**src/design/tcw_pkg.sv**
```systemverilog
`timescale 1ns / 1ps
// Shared types and constants of the text console writer.
// Used by every design module and by the checker; depends on nothing.
package tcw_pkg;

	// Screen geometry.
	localparam int COLUMNS = 80;
	localparam int ROWS    = 25;
	localparam int CELLS   = COLUMNS * ROWS;

	localparam int ADDR_W = $clog2(CELLS);
	localparam int COL_W  = $clog2(COLUMNS);
	localparam int ROW_W  = $clog2(ROWS);

	// Field widths fixed by the stream format.
	localparam int CHAR_W    = 8;
	localparam int ATTR_W    = 8;
	localparam int IN_COL_W  = 7;
	localparam int IN_ROW_W  = 5;
	localparam int POS_W     = 11;
	localparam int S_TDATA_W = 24;
	localparam int M_TDATA_W = 32;
	localparam int S_PAD_W   = S_TDATA_W - CHAR_W - IN_COL_W - IN_ROW_W;
	localparam int M_PAD_W   = M_TDATA_W - POS_W - CHAR_W - ATTR_W;

	// Character and attribute constants.
	localparam logic [CHAR_W-1:0] BLANK_CHAR   = 8'h20;
	localparam logic [CHAR_W-1:0] NEWLINE_CHAR = 8'h0A;
	localparam logic [ATTR_W-1:0] RESET_ATTR   = 8'h07;

	typedef logic [ADDR_W-1:0] addr_t;
	typedef logic [ATTR_W+CHAR_W-1:0] cell_t;

	// Operation codes carried in the input tuser.
	typedef enum logic [1:0] {
		OP_PUT   = 2'd0,
		OP_SET   = 2'd1,
		OP_CLEAR = 2'd2,
		OP_READ  = 2'd3
	} op_t;

	// Write request to the screen memory.
	typedef struct packed {
		logic  en;
		addr_t addr;
		cell_t data;
	} mem_wr_t;

	// Finished result handed from the sequencer to the output stage.
	typedef struct packed {
		logic [POS_W-1:0]  pos;
		logic [CHAR_W-1:0] cell_char;
		logic [ATTR_W-1:0] cell_attr;
		logic              scrolled;
	} res_t;

endpackage

```
**src/design/tcw_seq.sv**
```systemverilog
`timescale 1ns / 1ps
// Sequencer of the text console: cursor, per-op control and the sweeps for
// init, clear and scroll over the screen memory. Depends on tcw_pkg.
module tcw_seq (
	input  logic                         clk,
	input  logic                         arst_n,
	input  logic                         in_valid,
	output logic                         in_ready,
	input  logic [1:0]                   in_op,
	input  logic [tcw_pkg::CHAR_W-1:0]   in_char,
	input  logic [tcw_pkg::IN_COL_W-1:0] in_col,
	input  logic [tcw_pkg::IN_ROW_W-1:0] in_row,
	input  logic [tcw_pkg::ATTR_W-1:0]   color,
	output tcw_pkg::mem_wr_t             mem_wr,
	output tcw_pkg::addr_t               rd_addr,
	input  tcw_pkg::cell_t               rd_data,
	output tcw_pkg::res_t                res,
	output logic                         res_valid,
	input  logic                         res_take
);
	import tcw_pkg::*;

	localparam addr_t LAST_ADDR  = ADDR_W'(CELLS - 1);
	localparam addr_t COPY_FIRST = ADDR_W'(COLUMNS);
	localparam addr_t BLANK_BASE = ADDR_W'((ROWS - 1) * COLUMNS);

	typedef enum logic [5:0] {
		ST_INIT  = 6'b000001,
		ST_IDLE  = 6'b000010,
		ST_READ  = 6'b000100,
		ST_COPY  = 6'b001000,
		ST_BLANK = 6'b010000,
		ST_FILL  = 6'b100000
	} state_t;

	state_t             state_q;
	logic [COL_W-1:0]   col_q;
	logic [ROW_W-1:0]   row_q;
	addr_t              ptr_q;
	logic               cp_vld_s1;
	addr_t              cp_addr_s1;
	logic               res_valid_q;
	logic [CHAR_W-1:0]  res_char_q;
	logic [ATTR_W-1:0]  res_attr_q;
	logic               res_scr_q;

	logic               accept;
	op_t                op;
	logic [COL_W-1:0]   in_col_c;
	logic [ROW_W-1:0]   in_row_c;
	addr_t              cur_addr;
	addr_t              in_addr;
	logic               col_last;
	logic               row_last;
	logic               is_newline;

	assign in_ready = (state_q == ST_IDLE) && !res_valid_q;
	assign accept   = in_valid && in_ready;
	assign op       = op_t'(in_op);

	// Saturate the requested column and row to the screen.
	assign in_col_c = (32'(in_col) >= COLUMNS) ? COL_W'(COLUMNS - 1) : COL_W'(in_col);
	assign in_row_c = (32'(in_row) >= ROWS) ? ROW_W'(ROWS - 1) : ROW_W'(in_row);

	// Linear addresses of the cursor and of the requested cell.
	assign cur_addr = ADDR_W'(32'(row_q) * COLUMNS) + ADDR_W'(col_q);
	assign in_addr  = ADDR_W'(32'(in_row_c) * COLUMNS) + ADDR_W'(in_col_c);

	assign col_last   = (32'(col_q) + 1) >= COLUMNS;
	assign row_last   = (32'(row_q) + 1) >= ROWS;
	assign is_newline = (in_char == NEWLINE_CHAR);

	// Read address: the sweep pointer during the copy phase of a scroll, else the requested cell.
	// The copy reads one row ahead of where it writes, so no forwarding is needed.
	assign rd_addr = (state_q == ST_COPY) ? ptr_q : in_addr;

	// Write port arbitration: the copy pipeline first, then sweeps, then puts.
	always_comb begin
		mem_wr = '0;
		if (cp_vld_s1) begin
			mem_wr.en   = 1'b1;
			mem_wr.addr = cp_addr_s1;
			mem_wr.data = rd_data;
		end else if (state_q == ST_INIT) begin
			mem_wr.en   = 1'b1;
			mem_wr.addr = ptr_q;
			mem_wr.data = {RESET_ATTR, BLANK_CHAR};
		end else if ((state_q == ST_FILL) || (state_q == ST_BLANK)) begin
			mem_wr.en   = 1'b1;
			mem_wr.addr = ptr_q;
			mem_wr.data = {color, BLANK_CHAR};
		end else if (accept && (op == OP_PUT) && !is_newline) begin
			mem_wr.en   = 1'b1;
			mem_wr.addr = cur_addr;
			mem_wr.data = {color, in_char};
		end
	end

	// Control, cursor and result holding register.
	always_ff @(posedge clk or negedge arst_n) begin
		if (!arst_n) begin
			state_q     <= ST_INIT;
			col_q       <= '0;
			row_q       <= '0;
			ptr_q       <= '0;
			cp_vld_s1   <= 1'b0;
			cp_addr_s1  <= '0;
			res_valid_q <= 1'b0;
			res_char_q  <= '0;
			res_attr_q  <= '0;
			res_scr_q   <= 1'b0;
		end else begin
			cp_vld_s1 <= 1'b0;
			if (res_take) begin
				res_valid_q <= 1'b0;
			end
			case (state_q)
				ST_INIT: begin
					if (ptr_q == LAST_ADDR) begin
						ptr_q   <= '0;
						state_q <= ST_IDLE;
					end else begin
						ptr_q <= ptr_q + 1'b1;
					end
				end
				ST_IDLE: begin
					if (accept) begin
						res_char_q <= '0;
						res_attr_q <= '0;
						res_scr_q  <= 1'b0;
						case (op)
							OP_PUT: begin
								if (is_newline || col_last) begin
									col_q <= '0;
									if (row_last) begin
										ptr_q   <= COPY_FIRST;
										state_q <= ST_COPY;
									end else begin
										row_q       <= row_q + 1'b1;
										res_valid_q <= 1'b1;
									end
								end else begin
									col_q       <= col_q + 1'b1;
									res_valid_q <= 1'b1;
								end
							end
							OP_SET: begin
								col_q       <= in_col_c;
								row_q       <= in_row_c;
								res_valid_q <= 1'b1;
							end
							OP_CLEAR: begin
								ptr_q   <= '0;
								state_q <= ST_FILL;
							end
							OP_READ: begin
								state_q <= ST_READ;
							end
							default: begin
								state_q <= ST_IDLE;
							end
						endcase
					end
				end
				ST_READ: begin
					res_char_q  <= rd_data[CHAR_W-1:0];
					res_attr_q  <= rd_data[ATTR_W+CHAR_W-1:CHAR_W];
					res_valid_q <= 1'b1;
					state_q     <= ST_IDLE;
				end
				ST_COPY: begin
					// Read one row down now, write it one row up next cycle.
					cp_vld_s1  <= 1'b1;
					cp_addr_s1 <= ptr_q - COPY_FIRST;
					if (ptr_q == LAST_ADDR) begin
						ptr_q   <= BLANK_BASE;
						state_q <= ST_BLANK;
					end else begin
						ptr_q <= ptr_q + 1'b1;
					end
				end
				ST_BLANK: begin
					// The last copy write owns the port on the first cycle here.
					if (!cp_vld_s1) begin
						if (ptr_q == LAST_ADDR) begin
							res_scr_q   <= 1'b1;
							res_valid_q <= 1'b1;
							state_q     <= ST_IDLE;
						end else begin
							ptr_q <= ptr_q + 1'b1;
						end
					end
				end
				ST_FILL: begin
					if (ptr_q == LAST_ADDR) begin
						col_q       <= '0;
						row_q       <= '0;
						res_valid_q <= 1'b1;
						state_q     <= ST_IDLE;
					end else begin
						ptr_q <= ptr_q + 1'b1;
					end
				end
				default: begin
					state_q <= ST_IDLE;
				end
			endcase
		end
	end

	assign res_valid     = res_valid_q;
	assign res.pos       = POS_W'(cur_addr);
	assign res.cell_char = res_char_q;
	assign res.cell_attr = res_attr_q;
	assign res.scrolled  = res_scr_q;

endmodule

```
**config.mk**
```make
export PLATFORM = sky130hd
export DESIGN_NAME = tcw_seq
export DESIGN_NICKNAME = d
export VERILOG_FILES = /design/src/design/tcw_pkg.sv /design/src/design/tcw_seq.sv
export SDC_FILE = /design/constraint.sdc
export NUM_CORES = 1
export LEC_CHECK = 0
export BUFFER_PORTS_ARGS = -buffer_cell sky130_fd_sc_hd__buf_4
export CAP_MARGIN = 10
export CORE_AREA = 2 2 126 128
export DETAILED_ROUTE_END_ITERATION = 8
export DIE_AREA = 0 0 128 130
export GPL_ROUTABILITY_DRIVEN = 0
export SYNTH_ARGS = -nofsm -noshare
export SYNTH_HDL_FRONTEND = slang
export SYNTH_SLANG_ARGS = --single-unit
```
**constraint.sdc**
```tcl
create_clock -name clk -period 3.3 [get_ports clk]
set_input_delay 0.495 -clock clk [delete_from_list [all_inputs] [get_ports clk]]
set_output_delay 0.495 -clock clk [all_outputs]
set_load 0.02 [all_outputs]
```
Word level (Yosys, flattened, before mapping):

Cells that the tools add are included.
W data, S select, Z words.

* register bits: 59
* bits of input ports: 50

* order comparisons: 4
* mux-type cells: 51
* equality and inequality tests: 22
* reduce and logical (&&, ||, !) cells: 20
* multipliers: 2
* add/sub/neg operators: 8

Operators with widths (number)
* $mux W28: 4
* $mux W11: 8
* $pmux W11 S5: 1
* $mux W6: 6
* $pmux W8 S2: 2
* $mux W7: 4
* $pmux W7 S2: 2
* $mux W5: 5
* $pmux W6 S4: 1
* $add A11 B7 Y11: 2
* $pmux W11 S2: 1
* $pmux W5 S2: 2
* $pmux W6 S3: 1
* $reduce_and A6 Y1: 3
* $mul A5 B3 Y7 const B: 2
* $add A11 B1 Y11 const B: 1
* $eq A11 B11 Y1 const B: 1
* $sub A11 B7 Y11 const B: 1
* $mux W1: 10
* $add A7 B1 Y8 const B: 1
* $eq A8 B4 Y1 const B: 1
* $ge A8 B7 Y1 const B: 1
* $mux W8: 1
* $reduce_and A4 Y1: 2
* 30 further kinds: 44

Depth between registers and ports, before layout:

Gate-level depths: netlist (run 1).

* word-level depth: 9
* gate-level depth with buffers: 9
* gate-level depth less buffers: 9

Worst setup path after synthesis (run 1):

No wires, ideal clock.

* kind: flip-flop to output port
* start point: register row_q[1]
* end point: output port mem_wr[26] (netlist bit)
* data required time: 2805 ps
* data arrival time: 2922 ps
* stages on the path, launching flop included: 10
* path slack: -117 ps
* path through: dfrtp_1 -> ha_1 -> ha_1 -> fa_1 -> xor2_1 -> o2111ai_1 -> xnor2_1 -> xnor2_1 -> a22oi_1 -> o21ai_0

RTL lines
* start, declared: line tcw_seq.sv:38 `logic [ROW_W-1:0] row_q;`
* start signal, assigned: line tcw_seq.sv:139 `row_q <= row_q + 1'b1;`
* start signal, assigned: line tcw_seq.sv:149 `row_q <= in_row_c;`
* end, declared: line tcw_seq.sv:14 `output tcw_pkg::mem_wr_t mem_wr,`

==> results of run 1 <==
-- report_power, final --
part	internal [W]	switching (W)	total (W)
Combinational	0.00140	0.00205	0.00345
Sequential	0.00102	0.000345	0.00136
Clock	0.000665	0.000354	0.00102
Total	0.00309	0.00274	0.00583
-- worst max-delay path, stage by stage (launching register included) --
cell and delay [ps]:
dfrtp_2 410, ha_1 290, ha_2 200, fa_2 350, xor2_2 190, o2111ai_2 150, xnor2_1 200, xnor2_1 160
a22oi_1 110, o21ai_1 140, buf_4 160
-- registers in the layout, indices dropped and copies added, names as in the netlist --
| name | count |
|---|---|
| col_q | 7 |
| row_q | 5 |
| res_char_q | 8 |
| ptr_q | 11 |
| res_scr_q | 1 |
| res_attr_q | 8 |
| cp_vld_s1 | 1 |
| res_valid | 1 |
| state_q | 6 |
| cp_addr_s1 | 11 |
-- worst paths after layout --
| check | slack (ps) | endpoint |
|---|---|---|
| worst max register to register | 500 | ptr_q[0] |
| worst min register to register | 480 | cp_addr_s1[0] |
| worst max-delay path | 100 | mem_wr[26] |
| min in group clk | 390 | res_attr_q[6] |
| max in group asynchronous | 2520 | row_q[0] |
| worst min-delay path | 240 | res_attr_q[7] |
-- logic make-up (layout without fill, tap and decap cells) --
kind of cell / after synthesis / after routing / synth area share (%)
compound gates: 178 / 178 / 25.8
xor+xnor: 23 / 23 / 4.44
fa+ha+maj: 28 / 28 / 8.11
buf+inv: 61 / 169 / 6.12
flops: 59 / 59 / 32.6
mux: 5 / 5 / 1.27
simple gates: 191 / 191 / 21.6
-- cell type report --
| class | instances | area share, % |
|---|---|---|
| Clock inverter | 7 | 1.68 |
| Clock buffer | 9 | 3.79 |
| Multi-Input combinational cell | 425 | 47.4 |
| Tap cell | 192 | 4.04 |
| Timing Repair Buffer | 135 | 17.0 |
| Inverter | 18 | 1.14 |
| Sequential cell | 59 | 24.9 |
-- through the flow --
stage	hold WS [ps]	total power, W
3_3_place_gp	462	0.00465
6_report	238	0.00583
2_1_floorplan	199	0.00352
4_1_cts	264	0.00579
5_1_grt	299	0.00623
3_5_place_dp	466	0.00472
-- cell usage in the layout (no fill, tap or decap), drive strengths merged, types with 5 or more instances in the layout --
master / netlist / routed
a21oi: 27 / 27
a22o: 22 / 22
a22oi: 14 / 14
a31oi: 5 / 5
and2: 5 / 5
and3: 7 / 7
buf: 23 / 135
clkbuf: 20 / 9
dfrtp: 58 / 58
ha: 23 / 23
inv: 18 / 19
nand2: 73 / 73
nand3: 12 / 12
nand4: 9 / 9
nor2: 42 / 42
nor2b: 11 / 11
nor3: 7 / 7
nor4: 6 / 6
o21ai: 66 / 66
o22ai: 6 / 6
o31ai: 7 / 7
xnor2: 11 / 11
xor2: 12 / 12
-- routing by layer --
layer  vias to the layer above  wire, um  GRT usage, %
met1                      2241      6390          22.9
met2                       192      7250          29.8
li1                       2185         -             -
met4                         0       376          7.56
met3                        31      1010          3.65
met5                         -         0             0
-- repair_timing --
| item | CTS | global route |
|---|---|---|
| pin swaps | 2 | 5 |
| resized for setup | 2 | 7 |
| setup buffers | 2 | 0 |
| setup endpoints to repair | 1 | 3 |
==> qor.csv, run 1 <==
metric;value;unit
share of post-route cells with drive strength above 1;27.4;%
Initial Util;29.4;%
Synth warnings;0;
Clock Tree Root;clkbuf_16;
Total Neg Setup Slack;0;ps
Crit. Startpoint;row_q[3];
antenna viol nets, final;0;
clock tree buffer depth;2;
Mean Syn Cell Area;8.32;um2
routed vias/inst;5.50;
clock slew at reported path FFs;60;ps
Slew HR;49.4;%
Yosys reg bits;59;
Slew @ Worst Pin;759;ps
core footprint;15400;um2
GRT Overall Usage;17.9;%
FF-to-FF Start;ptr_q[4];
most frequent cell after synthesis;nand2_1;
HP Class;input port to asynchronous set/reset pin;
via count;4649;
final wirelength;15000;um
min cycle time layout;3200;ps
FMAX;312;MHz
fin area;5950;um2
Area Overhead vs Synth;31.1;%
top_reg_cell synth;dfrtp_1;
initial antenna violation count;0;
Critical Path AT;2710;ps
Max Cap Viol;0;
Post-Syn Instances;545;
hold buffer count at CTS;0;
Nets;724;
Top Ports;119;
First-pass DRT Iterations;5;
Cells after DPL;827;
Core Util, Final;38.5;%
leakage power;2.75;nW
antenna cells;0;
CP endpoint kind;primary output;
average wire per standard cell;17.8;um
vias in the first global route;4599;
RSZ-0062 raised after global routing;true;
CP max FO;2;
status;finished clean;
synth cell count leaders;nand2_1, o21ai_0, dfrtp_1;
Syn Nets;621;
FP Rows;46;
Final Hold Vio Count;0;
sequential share of the synthesized area;32.6;%
synth top area cells;dfrtp_1, o21ai_0, ha_1;
# setup viols final;0;
R2R cell count;8;
remaining routing DRC violations;0;
Filler cells;1555;
Post-Syn Area;4540;um2
H-tree depth;3;
# port buffers;118;
Layout Cells excl Fill;845;
total grt overflow;0;
clock skew;9.26;ps
Peak VDD IR;0.322;mV
Post-synth EDFFs;0;
Placement Setup Slack;143;ps
Post-DP Area;5570;um2
max-slew violations;0;
Die H;130;um
WP data required;2800;ps
part of the cycle the worst path needs;97.0;%
total clock sinks;59;
PD cells;981;nW/um2
Setup CP Type;register to primary output;
largest net degree at the start of global routing;60;
synth unique cells;67;
Skew-Pair Late Insertion Delay;340;ps
ys async rst share;100;%
Multi-input gate area;2820;um2
Synth area leader;dfrtp_1;
CTS Buf Count;9;
crit path launch type;register;
top-area cell type share of the netlist area;32.0;%
CTS tree;built;
Starting DRT DRC Count;548;
Die Area;16600;um2
Reg area;1480;um2
final worst slack;98.0;ps
first-pass GRT wire length;23700;um
Die Width;128;um
DP HPWL;11300;um
Power figures use the tool's default switching activity.
==> inputs of run 2 (changes only) <==
--- a/config.mk
+++ b/config.mk
@@ -7,9 +7,9 @@
 export LEC_CHECK = 0
 export BUFFER_PORTS_ARGS = -buffer_cell sky130_fd_sc_hd__buf_4
 export CAP_MARGIN = 10
-export CORE_AREA = 2 2 126 128
+export CORE_AREA = 2 2 90 179
 export DETAILED_ROUTE_END_ITERATION = 8
-export DIE_AREA = 0 0 128 130
+export DIE_AREA = 0 0 92 181
 export GPL_ROUTABILITY_DRIVEN = 0
 export SYNTH_ARGS = -nofsm -noshare
 export SYNTH_HDL_FRONTEND = slang
==> qor.csv, run 2 (same netlist as run 1, synthesis figures left out) <==
metric;value;unit
status;finished clean;
Setup CP Type;register to primary output;
Largest regs;cp_addr_s1: 11 flops, ptr_q: 11 flops;
Clk network pwr share;16.6;%
Skew-Pair Late Insertion Delay;330;ps
Slew HR;45.5;%
Placement Setup Slack;82.3;ps
Die Area;16700;um2
total grt overflow;0;
share of post-route cells with drive strength above 1;28.4;%
most frequent cells in the layout;buf_4, nand2_1, o21ai_0;
DP HPWL;11800;um
final worst slack;29.5;ps
Area Overhead vs Synth;32.2;%
Starting DRT DRC Count;257;
Reg area;1480;um2
min cycle time layout;3270;ps
Comb pwr share;60.6;%
CTS tree;built;
Multi-input gate area;2830;um2
initial antenna violation count;0;
crit path launch type;register;
Layout Cells excl Fill;857;
via count;4639;
fin area;6000;um2
Nets;730;
# port buffers;118;
HP Class;input port to asynchronous set/reset pin;
Sw Ratio;47.1;%
Top Ports;119;
Critical Path AT;2780;ps
GRT Overall Usage;18.2;%
PD cells;978;nW/um2
CTS Buf Count;9;
remaining routing DRC violations;0;
Cells after DPL;838;
clock slew at reported path FFs;50;ps
Slew @ Worst Pin;818;ps
vias in the first global route;4823;
clock skew;6.31;ps
Max Cap Viol;0;
total clock sinks;59;
sequential share of power;22.8;%
average wire per standard cell;17.9;um
Peak VDD IR;0.476;mV
Core Util, Final;39.4;%
part of the cycle the worst path needs;99.1;%
WP data required;2800;ps
CP max FO;3;
FP Rows;64;
Initial Util;29.8;%
antenna viol nets, final;0;
final wirelength;15300;um
max-slew violations;0;
Filler cells;1556;
H-tree depth;3;
Die H;181;um
Psw;0.00277;W
most common cell after layout, fill and taps aside;buf_4;
Die Width;92;um
largest net degree at the start of global routing;60;
First-pass DRT Iterations;5;
first-pass GRT wire length;24100;um
leakage power;2.79;nW
Final Hold Vio Count;0;
core footprint;15200;um2
# setup viols final;0;
RSZ-0062 raised after global routing;true;
Cell Int Power;0.00310;W
routed vias/inst;5.41;
CP endpoint kind;primary output;
Clock Tree Root;clkbuf_16;
clock tree buffer depth;2;
Post-DP Area;5620;um2
FMAX;306;MHz
antenna cells;0;
-- run 2: changes by cell type in the layout (fill, tap and decap cells not counted), moves of 2 or more --
cell,delta
clkbuf_8,+3
xnor2_1,-2
buf_4,+6
xnor2_2,+2
clkinv_4,-3
-- run 2: per-stage QoR --
step / power [W] / hold WS, ps / TNS (ps)
4_1_cts: 0.00584 / 285 / 0
2_1_floorplan: 0.00352 / 199 / 0
5_1_grt: 0.00625 / 306 / -95.5
6_report: 0.00587 / 229 / 0
3_5_place_dp: 0.00477 / 464 / 0
3_3_place_gp: 0.00471 / 463 / 0
-- run 2: area by class of cell --
type | instances | area share [%]
Multi-Input combinational cell | 425 | 47.2
Clock inverter | 4 | 0.793
Inverter | 18 | 1.13
Sequential cell | 59 | 24.7
Timing Repair Buffer | 141 | 17.6
Tap cell | 198 | 4.13
Clock buffer | 12 | 4.44
-- run 2: routing by layer --
metal	share of wire (%)	GRT usage [%]	vias to the layer above
met5	0	0	-
met2	55	35.1	161
met4	5.6	11.2	0
met3	3.5	2.21	49
met1	36	18.0	2242
li1	-	-	2187
-- run 2: final timing paths --
kind / startpoint / endpoint / slack, ps / cells after the start
hold reg to reg: cp_addr_s1[0] / cp_addr_s1[0] / 480 / 2
max in group asynchronous: arst_n / state_q[1] / 2440 / 1
hold / removal: arst_n / cp_addr_s1[8] / 230 / 1
min in group clk: rd_data[11] / res_attr_q[3] / 400 / 2
setup reg to reg: ptr_q[4] / row_q[3] / 510 / 8
setup / recovery: row_q[1] / mem_wr[24] / 30 / 8
-- run 2: power groups by stage --
| stage | Sequential (W) | Clock, W | Combinational, W |
|---|---|---|---|
| 2_1_floorplan | 0.00136 | 0 | 0.00216 |
| 3_3_place_gp | 0.00133 | 0 | 0.00338 |
| 3_5_place_dp | 0.00134 | 0 | 0.00343 |
| 4_1_cts | 0.00133 | 0.000993 | 0.00352 |
| 5_1_grt | 0.00139 | 0.00102 | 0.00384 |
| 6_report | 0.00134 | 0.000972 | 0.00356 |
-- run 2: repair_timing --
item,CTS,global route
endpoints found under the hold margin,0,0
hold buffers,0,0
resized for setup,5,7
setup buffers,2,1
endpoints found under the setup margin,1,5
pin swaps,6,4
-- run 2: worst max-delay path, cell delays in order (launching register included) --
cell     delay [ps]
dfrtp_1         380
ha_1            300
ha_2            210
fa_2            500
buf_4           150
xnor2_1         360
a22oi_1         160
o21ai_0         210
buf_4           180
==> inputs of run 3 (changes only) <==
--- a/config.mk
+++ b/config.mk
@@ -5,11 +5,12 @@
 export SDC_FILE = /design/constraint.sdc
 export NUM_CORES = 1
 export LEC_CHECK = 0
+export ABC_AREA = 1
 export BUFFER_PORTS_ARGS = -buffer_cell sky130_fd_sc_hd__buf_4
 export CAP_MARGIN = 10
-export CORE_AREA = 2 2 90 179
+export CORE_AREA = 2 2 94 186
 export DETAILED_ROUTE_END_ITERATION = 8
-export DIE_AREA = 0 0 92 181
+export DIE_AREA = 0 0 96 188
 export GPL_ROUTABILITY_DRIVEN = 0
 export SYNTH_ARGS = -nofsm -noshare
 export SYNTH_HDL_FRONTEND = slang
==> qor.csv, run 3 <==
metric;value;unit
FP Rows;67;
Final Hold Vio Count;0;
final worst slack;106;ps
total clock sinks;59;
initial antenna violation count;0;
Post-Syn Instances;717;
vias in the first global route;5088;
crit path launch type;register;
via count;5195;
most frequent cell after synthesis;nand2_1;
clock slew at reported path FFs;50;ps
WP data required;2800;ps
most frequent cells in the layout;nand2_1, buf_4, inv_1;
CP max FO;3;
Starting DRT DRC Count;218;
FMAX;313;MHz
Post-Syn Area;4890;um2
most common cell after layout, fill and taps aside;nand2_1;
CTS tree;built;
final wirelength;16000;um
remaining routing DRC violations;0;
Post-synth EDFFs;0;
status;finished clean;
clock tree buffer depth;2;
Slew HR;46.0;%
Die Area;18000;um2
sequential share of the synthesized area;30.2;%
Top Ports;119;
Yosys reg bits;59;
Die Width;96;um
part of the cycle the worst path needs;96.8;%
Mean Syn Cell Area;6.83;um2
power after layout;0.00611;W
antenna cells;0;
Synth area leader;dfrtp_1;
routed vias/inst;4.97;
Peak VDD IR;0.310;mV
ys async rst share;100;%
antenna viol nets, final;0;
GRT Overall Usage;18.0;%
PD cells;957;nW/um2
Setup CP Type;register to primary output;
top_reg_cell synth;dfrtp_1;
Critical Path AT;2700;ps
Total Neg Setup Slack;0;ps
H-tree depth;3;
worst hold margin;235;ps
Nets;910;
# port buffers;118;
FF-to-FF Start;ptr_q[0];
DP HPWL;12700;um
synth unique cells;44;
Max Cap Viol;0;
# setup viols final;0;
core footprint;16700;um2
largest net degree at the start of global routing;60;
CTS Buf Count;9;
R2R setup slack;850;ps
Synth warnings;0;
Initial Util;29.3;%
max-slew violations;0;
Largest regs;cp_addr_s1: 11 flops, ptr_q: 11 flops;
Die H;188;um
top-area cell type share of the netlist area;29.7;%
R2R cell count;10;
CP endpoint kind;primary output;
Slew @ Worst Pin;810;ps
capturing point of the worst reg2reg path;row_q[3];
synth cell count leaders;nand2_1, inv_1, nand3_1;
clock skew;5.41;ps
share of post-route cells with drive strength above 1;24.7;%
leakage power;3.33;nW
Placement Setup Slack;62.2;ps
average wire per standard cell;15.3;um
HP Class;input port to asynchronous set/reset pin;
Syn Nets;793;
Skew-Pair Late Insertion Delay;340;ps
total grt overflow;0;
First-pass DRT Iterations;4;
synth top area cells;dfrtp_1, nand2_1, nand3_1;
Area Overhead vs Synth;30.5;%
min cycle time layout;3190;ps
Clock Tree Root;clkbuf_16;
first-pass GRT wire length;25100;um
==> run 3: changes by cell type after synthesis, sizes merged, moves of 7 or more <==
| cell | previous run | this run |
|---|---|---|
| nand3 | 12 | 85 |
| nor2b | 11 | 0 |
| inv | 18 | 94 |
| a22o | 22 | 0 |
| nand2 | 73 | 178 |
| nor2 | 42 | 64 |
| nand4 | 9 | 17 |
| xnor2 | 11 | 4 |
| buf | 23 | 14 |
| a21oi | 27 | 37 |
| o31ai | 7 | 0 |
==> run 3: logic make-up after synthesis <==
| logic type | share of synthesized area [%] |
|---|---|
| AO/OA/AOI/OAI | 16.2 |
| flip-flops | 30.2 |
| AND/OR/NAND/NOR | 33.2 |
| XOR/XNOR | 2.68 |
| adder cells (fa/ha/maj) | 7.11 |
| buffers and inverters | 10.7 |
==> run 3: critical path, stage by stage, from the launching register on <==
cell	delay, ps
dfrtp_1	390
ha_1	300
ha_2	200
fa_1	560
nand2_1	70
nor2_1	90
inv_1	50
or2_2	320
nand3_4	110
a21oi_1	90
buf_4	170
==> run 3: repair_timing <==
item                                    4_1_cts  5_1_grt
hold buffers                                  0        0
setup buffers                                 0        2
endpoints found under the setup margin        1        3
gates resized for setup                       2        8
endpoints found under the hold margin         0        0
pin swaps                                     0        2
==> run 3: metrics by stage <==
step	util [%]	cell area [um2]	instances
2_1_floorplan	-	4890	717
3_3_place_gp	36.0	6000	1028
3_5_place_dp	36.0	6000	1028
4_1_cts	38.0	6350	1044
5_1_grt	38.3	6390	1046
6_report	38.3	6390	1046
==> run 3: worst max-delay path by stage <==
stage / start / end / slack, ps / cells after the start
final: row_q[1] / mem_wr[26] / 110 / 10
after global routing: in_row[1] / rd_addr[10] / -3 / 15
after CTS: row_q[3] / mem_wr[26] / 50 / 10
after detailed placement: in_row[1] / rd_addr[10] / 60 / 15
after global placement: in_row[1] / rd_addr[10] / 80 / 15
after floorplan: in_row[0] / rd_addr[10] / 330 / 14
==> run 3: where the power goes <==
group | internal (W) | switching (W)
registers | 0.00102 | 0.000276
logic | 0.00138 | 0.00237
clock network | 0.000724 | 0.000345
==> run 3: layout make-up <==
class,count,area (um2)
Inverter,95,357
Multi-Input combinational cell,532,2930
Sequential cell,59,1480
Tap cell,207,259
Clock inverter,3,68.8
Fill cell,1786,10300
Timing Repair Buffer,137,1030
Clock buffer,13,270
==> run 3: routing by layer <==
layer  vias to the layer above  share of wire, %  track usage [%]  wire, um
met5                         -                 0                0         0
li1                       2594                 -                -         -
met2                       140                55             34.1      8770
met1                      2428                37             18.3      5890
met4                         0               2.9             7.97       464
met3                        33               5.2             3.33       830
